<file path="config.mk">
export PLATFORM = sky130hd
export DESIGN_NAME = rle_literal_run_compressor_top
export DESIGN_NICKNAME = d
export VERILOG_FILES = /design/src/rtl/core/rlc_pkg.sv /design/src/rtl/core/rle_literal_run_compressor_top.sv
export SDC_FILE = /design/constraint.sdc
export NUM_CORES = 1
export LEC_CHECK = 0
export CAP_MARGIN = 20
export CELL_PAD_IN_SITES_DETAIL_PLACEMENT = 1
export CELL_PAD_IN_SITES_GLOBAL_PLACEMENT = 1
export CORE_MARGIN = 10
export CORE_UTILIZATION = 45
export CTS_CLUSTER_SIZE = 40
export DETAILED_ROUTE_END_ITERATION = 10
export DONT_BUFFER_PORTS = 1
export HOLD_SLACK_MARGIN = 0.08
export PLACE_DENSITY_LB_ADDON = 0.25
export SLEW_MARGIN = 20
export SYNTH_ARGS = -nofsm -noshare
export SYNTH_HDL_FRONTEND = slang
export SYNTH_SLANG_ARGS = --single-unit
</file>
<file path="constraint.sdc">
create_clock -name clk -period 5.6 [get_ports clk]
set_input_delay 1.12 -clock clk [delete_from_list [all_inputs] [get_ports clk]]
set_output_delay 1.12 -clock clk [all_outputs]
set_load 0.02 [all_outputs]
</file>
<file path="src/rtl/core/rlc_pkg.sv">
// ----------------------------------------------------------------------------
// rlc_pkg
// Shared types, widths and helpers for the run-length compressor.
// ----------------------------------------------------------------------------
`default_nettype none

package rlc_pkg;

  localparam int BYTE_W      = 8;
  localparam int CNT_W       = 8;
  localparam int VB_W        = 3;
  localparam int PACK_N      = 4;
  localparam int PACK_AW     = 2;
  localparam int MAX_RUN_DEF = 127;

  typedef logic [BYTE_W-1:0] byte_t;
  typedef logic [CNT_W-1:0]  cnt_t;

  typedef enum logic [2:0] {
    S_IDLE,
    S_CODE,
    S_REP_CNT,
    S_REP_BYTE,
    S_LIT_HDR,
    S_LIT_DATA,
    S_FINAL,
    S_END
  } state_t;

  typedef enum logic {
    PH_LA,
    PH_LAST
  } phase_t;

  typedef enum logic [1:0] {
    RET_CODE,
    RET_DONE,
    RET_END
  } ret_t;

  // single literal is coded as a repeat of one, otherwise negated count
  function automatic cnt_t lit_header(input cnt_t len);
    cnt_t hdr;
    hdr = (len == CNT_W'(1)) ? CNT_W'(1) : (CNT_W'(0) - len);
    return hdr;
  endfunction

endpackage

`default_nettype wire

</file>
<file path="src/rtl/core/rle_literal_run_compressor_top.sv">
// ----------------------------------------------------------------------------
// rle_literal_run_compressor_top
// PackBits-style compressor: byte frames in, packed run/literal tokens out.
// ----------------------------------------------------------------------------
// One byte is taken per input transaction and one item is processed at a
// time. A byte that is only held for lookahead is just stored; otherwise the
// accept is followed by coding each byte of the step. The final step of a
// frame codes the held byte, if any, and its own byte, then starts the
// frame-end flush. A single byte emitter serves both token kinds, and
// literal bytes come out of the literal memory at one read per cycle unless
// the emitter is held. A token that ends a literal or repeat run before the
// current byte is coded sends the block back to re-evaluate that byte, and
// a step that emitted bytes closes its last result in the end state. Output
// bytes are packed four per result; a finished result waits in an output
// register. While that register is stalled, the block holds whenever the
// packing register has to hand a result over: when it is full and another
// byte is ready, or at the end of a step.
// The literal memory needs no clearing after reset: only entries below the
// current literal count are ever read.
`default_nettype none

module rle_literal_run_compressor_top #(
  parameter int MAX_RUN = rlc_pkg::MAX_RUN_DEF
) (
  input  wire logic                     clk,
  input  wire logic                     rst_n,
  input  wire logic                     in_valid,
  output logic                          in_stall,
  input  wire logic [rlc_pkg::BYTE_W-1:0] in_data_byte,
  input  wire logic                     in_frame_last,
  output logic                          out_valid,
  input  wire logic                     out_stall,
  output logic [rlc_pkg::BYTE_W-1:0]    out_byte_0,
  output logic [rlc_pkg::BYTE_W-1:0]    out_byte_1,
  output logic [rlc_pkg::BYTE_W-1:0]    out_byte_2,
  output logic [rlc_pkg::BYTE_W-1:0]    out_byte_3,
  output logic [rlc_pkg::VB_W-1:0]      out_valid_bytes,
  output logic                          out_step_last,
  output logic                          out_frame_done
);

  localparam int AW = $clog2(MAX_RUN);

  rlc_pkg::state_t state_r, state_nxt;
  rlc_pkg::phase_t phase_r, phase_nxt;
  rlc_pkg::ret_t   ret_r, ret_nxt;

  rlc_pkg::byte_t d_r, d_nxt;
  logic           last_r, last_nxt;
  rlc_pkg::byte_t la_r, la_nxt;
  logic           la_valid_r, la_valid_nxt;
  rlc_pkg::byte_t run_byte_r, run_byte_nxt;
  rlc_pkg::cnt_t  run_len_r, run_len_nxt;
  logic           mode_r, mode_nxt;
  rlc_pkg::cnt_t  lit_len_r, lit_len_nxt;

  rlc_pkg::cnt_t  em_cnt_r, em_cnt_nxt;
  rlc_pkg::byte_t em_byte_r, em_byte_nxt;
  rlc_pkg::cnt_t  em_len_r, em_len_nxt;
  logic [AW-1:0]  lit_idx_r, lit_idx_nxt;

  rlc_pkg::byte_t lit_mem [MAX_RUN];
  rlc_pkg::byte_t rd_data_r;
  logic           mem_we;
  logic [AW-1:0]  mem_waddr;
  rlc_pkg::byte_t mem_wdata;

  rlc_pkg::byte_t            pack_r [rlc_pkg::PACK_N];
  rlc_pkg::byte_t            pack_nxt [rlc_pkg::PACK_N];
  logic [rlc_pkg::VB_W-1:0]  pack_cnt_r, pack_cnt_nxt;

  logic                      out_valid_r, out_valid_nxt;
  rlc_pkg::byte_t            out_b_r [rlc_pkg::PACK_N];
  rlc_pkg::byte_t            out_b_nxt [rlc_pkg::PACK_N];
  logic [rlc_pkg::VB_W-1:0]  out_vb_r, out_vb_nxt;
  logic                      out_sl_r, out_sl_nxt;
  logic                      out_fd_r, out_fd_nxt;

  logic           in_acc;
  rlc_pkg::byte_t cur_b;
  logic           has_next;
  logic           out_free;
  logic           byte_rdy;
  logic           emit_st;
  logic           byte_fire;
  rlc_pkg::byte_t emit_b;
  logic           lit_end;
  logic           emit_last;
  logic           rep_hit;
  logic           rep_full;
  logic           lit_match;
  logic           lit_full;
  logic           code_quiet;
  logic           phase_end;
  logic           pack_full;
  logic           push_full;
  logic           push_end;

  assign in_stall = (state_r != rlc_pkg::S_IDLE);
  assign in_acc   = in_valid && !in_stall;

  assign cur_b    = (phase_r == rlc_pkg::PH_LA) ? la_r : d_r;
  assign has_next = (phase_r == rlc_pkg::PH_LA);

  assign out_free  = !out_valid_r || !out_stall;
  assign pack_full = (pack_cnt_r == rlc_pkg::VB_W'(rlc_pkg::PACK_N));
  assign byte_rdy  = !pack_full || out_free;
  assign emit_st   = (state_r inside {rlc_pkg::S_REP_CNT, rlc_pkg::S_REP_BYTE,
                                      rlc_pkg::S_LIT_HDR, rlc_pkg::S_LIT_DATA});
  assign byte_fire = emit_st && byte_rdy;
  assign lit_end   = (rlc_pkg::CNT_W'(lit_idx_r) + rlc_pkg::CNT_W'(1) == em_len_r);
  assign emit_last = byte_fire && ((state_r == rlc_pkg::S_REP_BYTE) ||
                                   ((state_r == rlc_pkg::S_LIT_DATA) && lit_end));

  assign rep_hit    = (cur_b == run_byte_r);
  assign rep_full   = (run_len_r >= rlc_pkg::CNT_W'(MAX_RUN));
  assign lit_match  = has_next && (d_r == cur_b);
  assign lit_full   = (lit_len_r >= rlc_pkg::CNT_W'(MAX_RUN));
  assign code_quiet = (state_r == rlc_pkg::S_CODE) &&
                      (mode_r ? (rep_hit && !rep_full)
                              : (lit_match ? (lit_len_r == '0) : !lit_full));
  assign phase_end  = code_quiet || (emit_last && (ret_r == rlc_pkg::RET_DONE));

  assign push_full = byte_fire && pack_full;
  assign push_end  = (state_r == rlc_pkg::S_END) && (pack_cnt_r != '0) && out_free;

  always_comb begin
    case (state_r)
      rlc_pkg::S_REP_CNT:  emit_b = rlc_pkg::BYTE_W'(em_cnt_r);
      rlc_pkg::S_REP_BYTE: emit_b = em_byte_r;
      rlc_pkg::S_LIT_HDR:  emit_b = rlc_pkg::BYTE_W'(em_cnt_r);
      default:             emit_b = rd_data_r;
    endcase
  end

  // next state
  always_comb begin
    rlc_pkg::state_t end_tgt;
    rlc_pkg::state_t phase_tgt;
    end_tgt = ((pack_cnt_r == '0) && !byte_fire) ? rlc_pkg::S_IDLE : rlc_pkg::S_END;
    if (phase_r == rlc_pkg::PH_LAST) begin
      phase_tgt = rlc_pkg::S_FINAL;
    end else if (last_r) begin
      phase_tgt = rlc_pkg::S_CODE;
    end else begin
      phase_tgt = end_tgt;
    end
    state_nxt = state_r;
    case (state_r)
      rlc_pkg::S_IDLE: begin
        if (in_acc && (la_valid_r || in_frame_last)) begin
          state_nxt = rlc_pkg::S_CODE;
        end
      end
      rlc_pkg::S_CODE: begin
        if (phase_end) begin
          state_nxt = phase_tgt;
        end else if (mode_r) begin
          state_nxt = rlc_pkg::S_REP_CNT;
        end else begin
          state_nxt = rlc_pkg::S_LIT_HDR;
        end
      end
      rlc_pkg::S_REP_CNT: begin
        if (byte_fire) begin
          state_nxt = rlc_pkg::S_REP_BYTE;
        end
      end
      rlc_pkg::S_LIT_HDR: begin
        if (byte_fire) begin
          state_nxt = rlc_pkg::S_LIT_DATA;
        end
      end
      rlc_pkg::S_REP_BYTE, rlc_pkg::S_LIT_DATA: begin
        if (emit_last) begin
          case (ret_r)
            rlc_pkg::RET_CODE: state_nxt = rlc_pkg::S_CODE;
            rlc_pkg::RET_DONE: state_nxt = phase_tgt;
            default:           state_nxt = rlc_pkg::S_END;
          endcase
        end
      end
      rlc_pkg::S_FINAL: begin
        if (mode_r) begin
          state_nxt = rlc_pkg::S_REP_CNT;
        end else if (lit_len_r != '0) begin
          state_nxt = rlc_pkg::S_LIT_HDR;
        end else begin
          state_nxt = end_tgt;
        end
      end
      rlc_pkg::S_END: begin
        if ((pack_cnt_r == '0) || out_free) begin
          state_nxt = rlc_pkg::S_IDLE;
        end
      end
      default: state_nxt = rlc_pkg::S_IDLE;
    endcase
  end

  // datapath and outputs
  always_comb begin
    phase_nxt    = phase_r;
    ret_nxt      = ret_r;
    d_nxt        = d_r;
    last_nxt     = last_r;
    la_nxt       = la_r;
    la_valid_nxt = la_valid_r;
    run_byte_nxt = run_byte_r;
    run_len_nxt  = run_len_r;
    mode_nxt     = mode_r;
    lit_len_nxt  = lit_len_r;
    em_cnt_nxt   = em_cnt_r;
    em_byte_nxt  = em_byte_r;
    em_len_nxt   = em_len_r;
    lit_idx_nxt  = lit_idx_r;
    mem_we       = 1'b0;
    mem_waddr    = lit_len_r[AW-1:0];
    mem_wdata    = cur_b;
    pack_nxt     = pack_r;
    pack_cnt_nxt = pack_cnt_r;
    out_b_nxt    = out_b_r;
    out_vb_nxt   = out_vb_r;
    out_sl_nxt   = out_sl_r;
    out_fd_nxt   = out_fd_r;
    out_valid_nxt = out_valid_r && out_stall;

    case (state_r)
      rlc_pkg::S_IDLE: begin
        if (in_acc) begin
          d_nxt    = in_data_byte;
          last_nxt = in_frame_last;
          if (la_valid_r) begin
            phase_nxt = rlc_pkg::PH_LA;
          end else if (in_frame_last) begin
            phase_nxt = rlc_pkg::PH_LAST;
          end else begin
            la_nxt       = in_data_byte;
            la_valid_nxt = 1'b1;
          end
        end
      end
      rlc_pkg::S_CODE: begin
        if (mode_r) begin
          if (rep_hit && !rep_full) begin
            run_len_nxt = run_len_r + rlc_pkg::CNT_W'(1);
          end else if (rep_hit) begin
            em_cnt_nxt  = rlc_pkg::CNT_W'(MAX_RUN);
            em_byte_nxt = cur_b;
            run_len_nxt = rlc_pkg::CNT_W'(1);
            ret_nxt     = rlc_pkg::RET_DONE;
          end else begin
            em_cnt_nxt  = run_len_r;
            em_byte_nxt = run_byte_r;
            run_len_nxt = '0;
            mode_nxt    = 1'b0;
            lit_len_nxt = '0;
            ret_nxt     = rlc_pkg::RET_CODE;
          end
        end else if (code_quiet && lit_match) begin
          mode_nxt     = 1'b1;
          run_byte_nxt = cur_b;
          run_len_nxt  = rlc_pkg::CNT_W'(1);
        end else if (code_quiet) begin
          mem_we      = 1'b1;
          lit_len_nxt = lit_len_r + rlc_pkg::CNT_W'(1);
        end else begin
          em_len_nxt  = lit_len_r;
          em_cnt_nxt  = rlc_pkg::lit_header(lit_len_r);
          lit_len_nxt = '0;
          lit_idx_nxt = '0;
          ret_nxt     = rlc_pkg::RET_CODE;
        end
      end
      rlc_pkg::S_LIT_DATA: begin
        if (byte_fire) begin
          lit_idx_nxt = lit_end ? '0 : lit_idx_r + AW'(1);
        end
      end
      rlc_pkg::S_FINAL: begin
        em_cnt_nxt   = mode_r ? run_len_r : rlc_pkg::lit_header(lit_len_r);
        em_byte_nxt  = run_byte_r;
        em_len_nxt   = lit_len_r;
        lit_idx_nxt  = '0;
        ret_nxt      = rlc_pkg::RET_END;
        la_nxt       = '0;
        la_valid_nxt = 1'b0;
        run_byte_nxt = '0;
        run_len_nxt  = '0;
        mode_nxt     = 1'b0;
        lit_len_nxt  = '0;
      end
      default: begin
      end
    endcase

    if (phase_end && (phase_r == rlc_pkg::PH_LA)) begin
      if (last_r) begin
        phase_nxt = rlc_pkg::PH_LAST;
      end else begin
        la_nxt = d_r;
      end
    end

    if (push_full || push_end) begin
      out_b_nxt     = pack_r;
      out_vb_nxt    = pack_cnt_r;
      out_sl_nxt    = push_end;
      out_fd_nxt    = push_end && last_r;
      out_valid_nxt = 1'b1;
    end

    if (byte_fire) begin
      if ((pack_cnt_r == '0) || pack_full) begin
        for (int i = 1; i < rlc_pkg::PACK_N; i++) begin
          pack_nxt[i] = '0;
        end
        pack_nxt[0]  = emit_b;
        pack_cnt_nxt = rlc_pkg::VB_W'(1);
      end else begin
        pack_nxt[pack_cnt_r[rlc_pkg::PACK_AW-1:0]] = emit_b;
        pack_cnt_nxt = pack_cnt_r + rlc_pkg::VB_W'(1);
      end
    end else if (push_end) begin
      pack_cnt_nxt = '0;
    end
  end

  always_ff @(posedge clk) begin
    if (!rst_n) begin
      state_r     <= rlc_pkg::S_IDLE;
      phase_r     <= rlc_pkg::PH_LA;
      ret_r       <= rlc_pkg::RET_CODE;
      la_r        <= '0;
      la_valid_r  <= 1'b0;
      run_byte_r  <= '0;
      run_len_r   <= '0;
      mode_r      <= 1'b0;
      lit_len_r   <= '0;
      lit_idx_r   <= '0;
      pack_cnt_r  <= '0;
      out_valid_r <= 1'b0;
    end else begin
      state_r     <= state_nxt;
      phase_r     <= phase_nxt;
      ret_r       <= ret_nxt;
      la_r        <= la_nxt;
      la_valid_r  <= la_valid_nxt;
      run_byte_r  <= run_byte_nxt;
      run_len_r   <= run_len_nxt;
      mode_r      <= mode_nxt;
      lit_len_r   <= lit_len_nxt;
      lit_idx_r   <= lit_idx_nxt;
      pack_cnt_r  <= pack_cnt_nxt;
      out_valid_r <= out_valid_nxt;
    end
  end

  always_ff @(posedge clk) begin
    d_r       <= d_nxt;
    last_r    <= last_nxt;
    em_cnt_r  <= em_cnt_nxt;
    em_byte_r <= em_byte_nxt;
    em_len_r  <= em_len_nxt;
    pack_r    <= pack_nxt;
    out_b_r   <= out_b_nxt;
    out_vb_r  <= out_vb_nxt;
    out_sl_r  <= out_sl_nxt;
    out_fd_r  <= out_fd_nxt;
  end

  always_ff @(posedge clk) begin
    if (mem_we) begin
      lit_mem[mem_waddr] <= mem_wdata;
    end
    rd_data_r <= lit_mem[lit_idx_nxt];
  end

  assign out_valid       = out_valid_r;
  assign out_byte_0      = out_b_r[0];
  assign out_byte_1      = out_b_r[1];
  assign out_byte_2      = out_b_r[2];
  assign out_byte_3      = out_b_r[3];
  assign out_valid_bytes = out_vb_r;
  assign out_step_last   = out_sl_r;
  assign out_frame_done  = out_fd_r;

endmodule

`default_nettype wire

</file>
== Word-level counts from Yosys, hierarchy flattened ==
Memory sizes are Yosys's and may differ from the RTL's. A register that Yosys moved wholly into a read port is not among the register bits.
Cells that the tools add are included.
Storage, ports and cells
  register bits after elaboration: 153
  latch bits: 0
  RAM bits: 1016
  memory bits (read-only): 0
  input bits: 13
  output and inout bits: 39
  logic and storage cells: 221
  memories kept: 1
Memory list
  lit_mem: words 127, bits a word 8, rd ports 1, clocked after memory_dff 1, write ports 1, RTL line rle_literal_run_compressor_top.sv:62  | rlc_pkg::byte_t lit_mem [MAX_RUN];
Cells by class
  add/subtract/negate cells: 6
  $mul: 0
  div/mod/pow operators: 0
  magnitude comparators: 4
  equality and inequality tests: 30
  shift operators: 0
  mux-type cells: 95
  bitwise gates (word level): 2
  reduce and logical (&&, ||, !) cells: 55
Operators with widths (number)
  $mux 8: 30
  $pmux 8 s2: 8
  $mux 3: 15
  $mux 7: 5
  $bwmux 32: 1
  $mux 32: 1
  $eq 8x8->1: 3
  $mux 1: 24
  $pmux 3 s7: 1
  $pmux 7 s3: 1
  $ne 2x2->1 const B: 10
  $logic_and 1x1->1: 18
  $add 8x1->8 const B: 2
  $demux 8 s2: 1
  $ge 8x7->1 const B: 2
  $eq 3x3->1 const B: 5
  $ne 3x3->1 const B: 4
  $reduce_and 4->1: 3
  $add 7x1->8 const B: 1
  $eq 8x1->1 const B: 1
  $logic_not 8->1: 1
  $logic_or 1x1->1: 8
  $mux 2: 4
  $reduce_bool 8->1: 1
  other kinds (25): 42

== Logic depth before layout (Yosys ltp) ==
  word-level depth: 12
  gate-level depth with buffers: 19
  gate-level depth less buffers: 13

== Least setup slack after synthesis ==
Ideal clock, no wire load.
  path kind: input to register
  from: in out_stall
  to: reg out_b_r, in the netlist out_byte_0[0], enable pin
  setup time: 0.485 ns
  data arrival time: 4.210 ns
  data required time: 5.115 ns
  slack: 0.905 ns
  stages: 3
  buffers on the path: 0
  cell sequence: nand4_1 nand2_1 o21ai_0
On the way
  longest elaborated chain between the ends: 6
  elaborated cells between the ends (all ways): 7
  those cells by class: reduce/logical (7)
RTL lines
  start: declaration: RTL line rle_literal_run_compressor_top.sv:32  | input wire logic out_stall,
  $logic_not 1->1 *: RTL line rle_literal_run_compressor_top.sv:105  | assign out_free = !out_valid_r || !out_stall;
  $logic_or 1x1->1 *: RTL line rle_literal_run_compressor_top.sv:105
  $logic_or 1x1->1: RTL line rle_literal_run_compressor_top.sv:107  | assign byte_rdy = !pack_full || out_free;
  $logic_and 1x1->1: RTL line rle_literal_run_compressor_top.sv:110  | assign byte_fire = emit_st && byte_rdy;
  $logic_and 1x1->1: RTL line rle_literal_run_compressor_top.sv:124  | assign push_full = byte_fire && pack_full;
  $logic_or 1x1->1 *: RTL line rle_literal_run_compressor_top.sv:305  | if (push_full || push_end) begin
  end signal: assignment: RTL line rle_literal_run_compressor_top.sv:366  | out_b_r <= out_b_nxt;
  end: declaration: RTL line rle_literal_run_compressor_top.sv:73  | rlc_pkg::byte_t out_b_r [rlc_pkg::PACK_N];
Mark *: on every way between the ends. The rest lies on a longest branch, timed or not.
A chain may end at the register's enable or synchronous reset.

== Worst setup path in the final report ==
  from: reg lit_idx_r[0]
  to: reg rd_data_r[7], read port of lit_mem
On the way
  longest elaborated chain between the ends: 5
  elaborated cells between the ends (all ways): 9
  those cells by class: add/sub (2); eq/ne (1); mux (6)
RTL lines
  start: declaration: RTL line rle_literal_run_compressor_top.sv:60  | logic [AW-1:0] lit_idx_r, lit_idx_nxt;
  start signal: assignment: RTL line rle_literal_run_compressor_top.sv:353  | lit_idx_r <= lit_idx_nxt;
  $add 7x1->8: RTL line rle_literal_run_compressor_top.sv:111  | assign lit_end = (rlc_pkg::CNT_W'(lit_idx_r) + rlc_pkg::CNT_W'(1) == em_len_r);
  $eq 8x8->1: RTL line rle_literal_run_compressor_top.sv:111
  $mux 7: RTL line rle_literal_run_compressor_top.sv:277  | lit_idx_nxt = lit_end ? '0 : lit_idx_r + AW'(1);
  $mux 7: RTL line rle_literal_run_compressor_top.sv:276  | if (byte_fire) begin
  $pmux 7 s3 *: RTL line rle_literal_run_compressor_top.sv:228  | case (state_r)
  end: declaration: RTL line rle_literal_run_compressor_top.sv:63  | rlc_pkg::byte_t rd_data_r;
Marked as above.

==> flow_summary.ini <==
[hold_path]
hold_class = flop to flop
min_path_cells = 0
min_from = pack_r[31]$_DFFE_PP_
min_to = out_byte_0[7]$_DFFE_PP_

[final_layout]
seq_area_sq_um = 34750
finalNetCount = 3627
reg_top3 = lit_mem: 1016 flops, pack_r: 32 flops
fill_cells = 10580
drive_gt1_frac = 0.1009
largest_reg_flops = 1016
area_delta_synth_final_pct = 11.99
multiInputGateArea_sq_um = 13040
top_register = lit_mem

[sta]
report.final.slew_viol_count = 0
hold_violations = 0
clock.fmax_mhz = 188.6
worstMarginPinSlew_ns = 1.134
relSlewSlack = 0.2439
setup-violations-final = 0
grt_setup_unrepaired = no
layout_min_cycle_time_ns = 5.303
setup_ws_ns = 0.2969
setup_tns_ns = 0
timing.final.crit_share = 0.9470
skew_ns = 0.02051

[synth]
synth.largest_area_cell = edfxtp_1
yosysWarningCount = 0
netlist_instances = 3575
ys_types = 86
synth_nets = 3598
synth-edff-count = 1118
ys_seq_area_frac = 0.7099
avgSynthCellArea_sq_um = 13.69
synth_top_area_frac = 0.6857
syn_area_sq_um = 48960
synthArstFlopShare = 0
synth_seq_cells = 1177
synth-main-ff-cell = edfxtp_1
synthTopCellsByArea = edfxtp_1, mux2i_1, nand2_1

[detailed_routing]
wl_per_cell_um = 27.36
drt_iter0_drc = 3061
viasPerCell = 5.982
ant_nets = 0
routed_wl_um = 139900
route.detailed.drc = 0
first_pass_iters = 6
via_count = 30580

[grt]
grt_use_met2 = 0.3621
grt_first_pass_wirelength_um = 206300
grt.overflow.total = 0
busiest_layer = met2
met1_usage = 0.3117
gr-usage-all-layers = 0.2238
met3_usage = 0.03266
grt_pass1_vias = 30980
grt_start_max_net_pins = 106
antenna_found_initial = 1

[power_and_ir_drop]
clkPwrFrac = 0.325
switching_share = 0.3020
vdd_drop_max_v = 0.0004065
p_leak_nw = 19.31
p_per_area_nw_per_um2 = 445.1
internal_power_mw = 17.03
power_frac_seq = 0.473
power_frac_comb = 0.202
p_switching_mw = 7.369

[job]
maxCapViolations = 0

[floorplan]
start_util = 0.4554
die_y_um = 349.8
die_w_um = 349.8
rows = 120
core_area_sq_um = 107500
num_io_pins = 52
dieArea_sq_um = 122400

[cts]
h-tree-depth = 3
cts_buffers = 121
clk_latency_ns = 0.71
clk_pin_slew_worst_paths_ns = 0.06
hold_buffers = 0
cts_tree = built
cts_root_buf = clkbuf_16
cts.sinks = 1177
cts_buffer_depth = 3

[worst_setup_path]
path_max_fanout = 28
critical_path_class = flop to flop
setup.worst_path.end_class = flop
r2r_cells = 14
ff2ff_setup_slack_ns = 0.30
worst_r2r_startpoint = lit_idx_r[0]$_SDFF_PN0_
crit_path_start_kind = flop
required_ns = 6.25
worst_ep_arrival_time_ns = 5.95
r2r_end = rd_data_r[7]$_DFF_P_

[placed_design]
portBuffers = 0
gp_congestion = 0.8588
pre_cts_ws_ns = -0.08930
hpwl_um = 88760

[run_status]
status = finished, final reports clean
-- how the worst max path moves through the flow --
stage	from	to	slack, ns	cells after the start
final	lit_idx_r[0]$_SDFF_PN0_	rd_data_r[7]$_DFF_P_	0.30	14
after global routing	lit_idx_r[0]$_SDFF_PN0_	rd_data_r[7]$_DFF_P_	0.02	14
after CTS	lit_idx_r[0]$_SDFF_PN0_	rd_data_r[5]$_DFF_P_	0.03	13
after detailed placement	lit_idx_r[0]$_SDFF_PN0_	rd_data_r[3]$_DFF_P_	-0.09	14
after global placement	lit_idx_r[0]$_SDFF_PN0_	rd_data_r[3]$_DFF_P_	0.005	14
after floorplan	out_stall	out_byte_0[0]$_DFFE_PP_	0.91	3
-- Yosys cell counts (20+ instances only) --
cell,n
edfxtp_1,1118
nand2_1,620
mux2i_1,314
nor2_1,234
nand3_1,231
a21oi_1,105
buf_2,96
clkbuf_1,70
dfxtp_1,59
a211oi_1,58
o21ai_0,46
and3_1,37
a31oi_1,35
nor3_1,34
buf_4,33
inv_1,32
o221ai_1,29
nand4_1,25
o22ai_1,21
mux2_2,20
-- cells by family (layout without fill, tap and decap cells) --
logic type	after synthesis	in the layout	share of synthesized area
simple gates	1288	1288	0.1164
flops	1177	1177	0.7099
compound gates	470	470	0.06875
mux	334	334	0.06880
buf+inv	263	396	0.02775
xor+xnor	33	33	0.005904
fa+ha+maj	10	10	0.002556
other cells	0	1	0
-- power groups by stage --
stage	Combinational (mW)	Clock, mW	Sequential [mW]
4_1_cts	4.92	8.05	11.5
2_1_floorplan	2.86	0	11.6
5_1_grt	5.31	8.41	11.6
6_report	4.94	7.93	11.5
3_5_place_dp	4.89	0	11.7
3_3_place_gp	4.77	0	11.7
-- final cells by class --
cell class | instances | share of cell area
Clock inverter | 62 | 0.009859
Tap cell | 1403 | 0.03202
Multi-Input combinational cell | 2135 | 0.2378
Inverter | 33 | 0.002259
Sequential cell | 1177 | 0.6339
Clock buffer | 165 | 0.06107
Antenna cell | 1 | 0.00004564
Timing Repair Buffer | 136 | 0.02309
-- routing by layer --
layer	vias up	routed length, um
met2	1014	66110
met1	15840	61270
met4	2	3826
li1	13510	-
met5	-	13
met3	207	8635
-- cell usage in the layout (no fill, tap or decap), types with 13 or more instances in the layout --
master     instances
a211o_1           13
a211oi_1          58
a21boi_0          19
a21oi_1          105
a31oi_1           35
and2_1            18
and3_1            37
buf_12            18
buf_4            117
clkbuf_1          33
clkbuf_16        125
clkinv_1          18
clkinv_2          24
dfxtp_1           59
edfxtp_1        1118
inv_1             32
mux2i_1          314
nand2_1          619
nand2b_1          14
nand3_1          229
nand4_1           25
nor2_1           233
nor2b_1           17
nor3_1            34
o21ai_0           45
o221ai_1          29
o22ai_1           21
o311a_1           14
o31ai_1           15
xnor2_1           15
xor2_1            18
-- stage by stage --
| stage | area [sq um] | power, mW | std cells | util | hold slack [ns] |
|---|---|---|---|---|---|
| 2_1_floorplan | 48960 | 14.43 | 3575 | - | 0.4003 |
| 3_3_place_gp | 50820 | 16.47 | 4877 | 0.4727 | 0.4005 |
| 3_5_place_dp | 50820 | 16.61 | 4877 | 0.4727 | 0.4129 |
| 4_1_cts | 54720 | 24.50 | 5104 | 0.5090 | 0.4270 |
| 5_1_grt | 54830 | 25.28 | 5111 | 0.5100 | 0.4279 |
| 6_report | 54830 | 24.40 | 5112 | 0.5100 | 0.4250 |
-- critical path, stage by stage, from the launching register on --
cell and delay (ns):
dfxtp_1 0.63, ha_1 0.45, nand4_1 0.28, a2111oi_0 0.33, or4_1 0.24, nand4_2 0.38
a21oi_4 0.42, buf_12 0.25, buf_4 0.25, nand2_1 0.07, and3_1 0.19, o311a_1 0.33
a2111o_1 0.51, nor4_2 0.60, and4_1 0.28
-- repair_timing --
| action | 4_1_cts | 5_1_grt |
|---|---|---|
| resized for setup | 2 | 5 |
| setup endpoints to repair | 2 | 6 |
| pin swaps | 0 | 1 |
| buffers inserted | 0 | 6 |
Note: power is estimated with default switching activity, not from simulation.
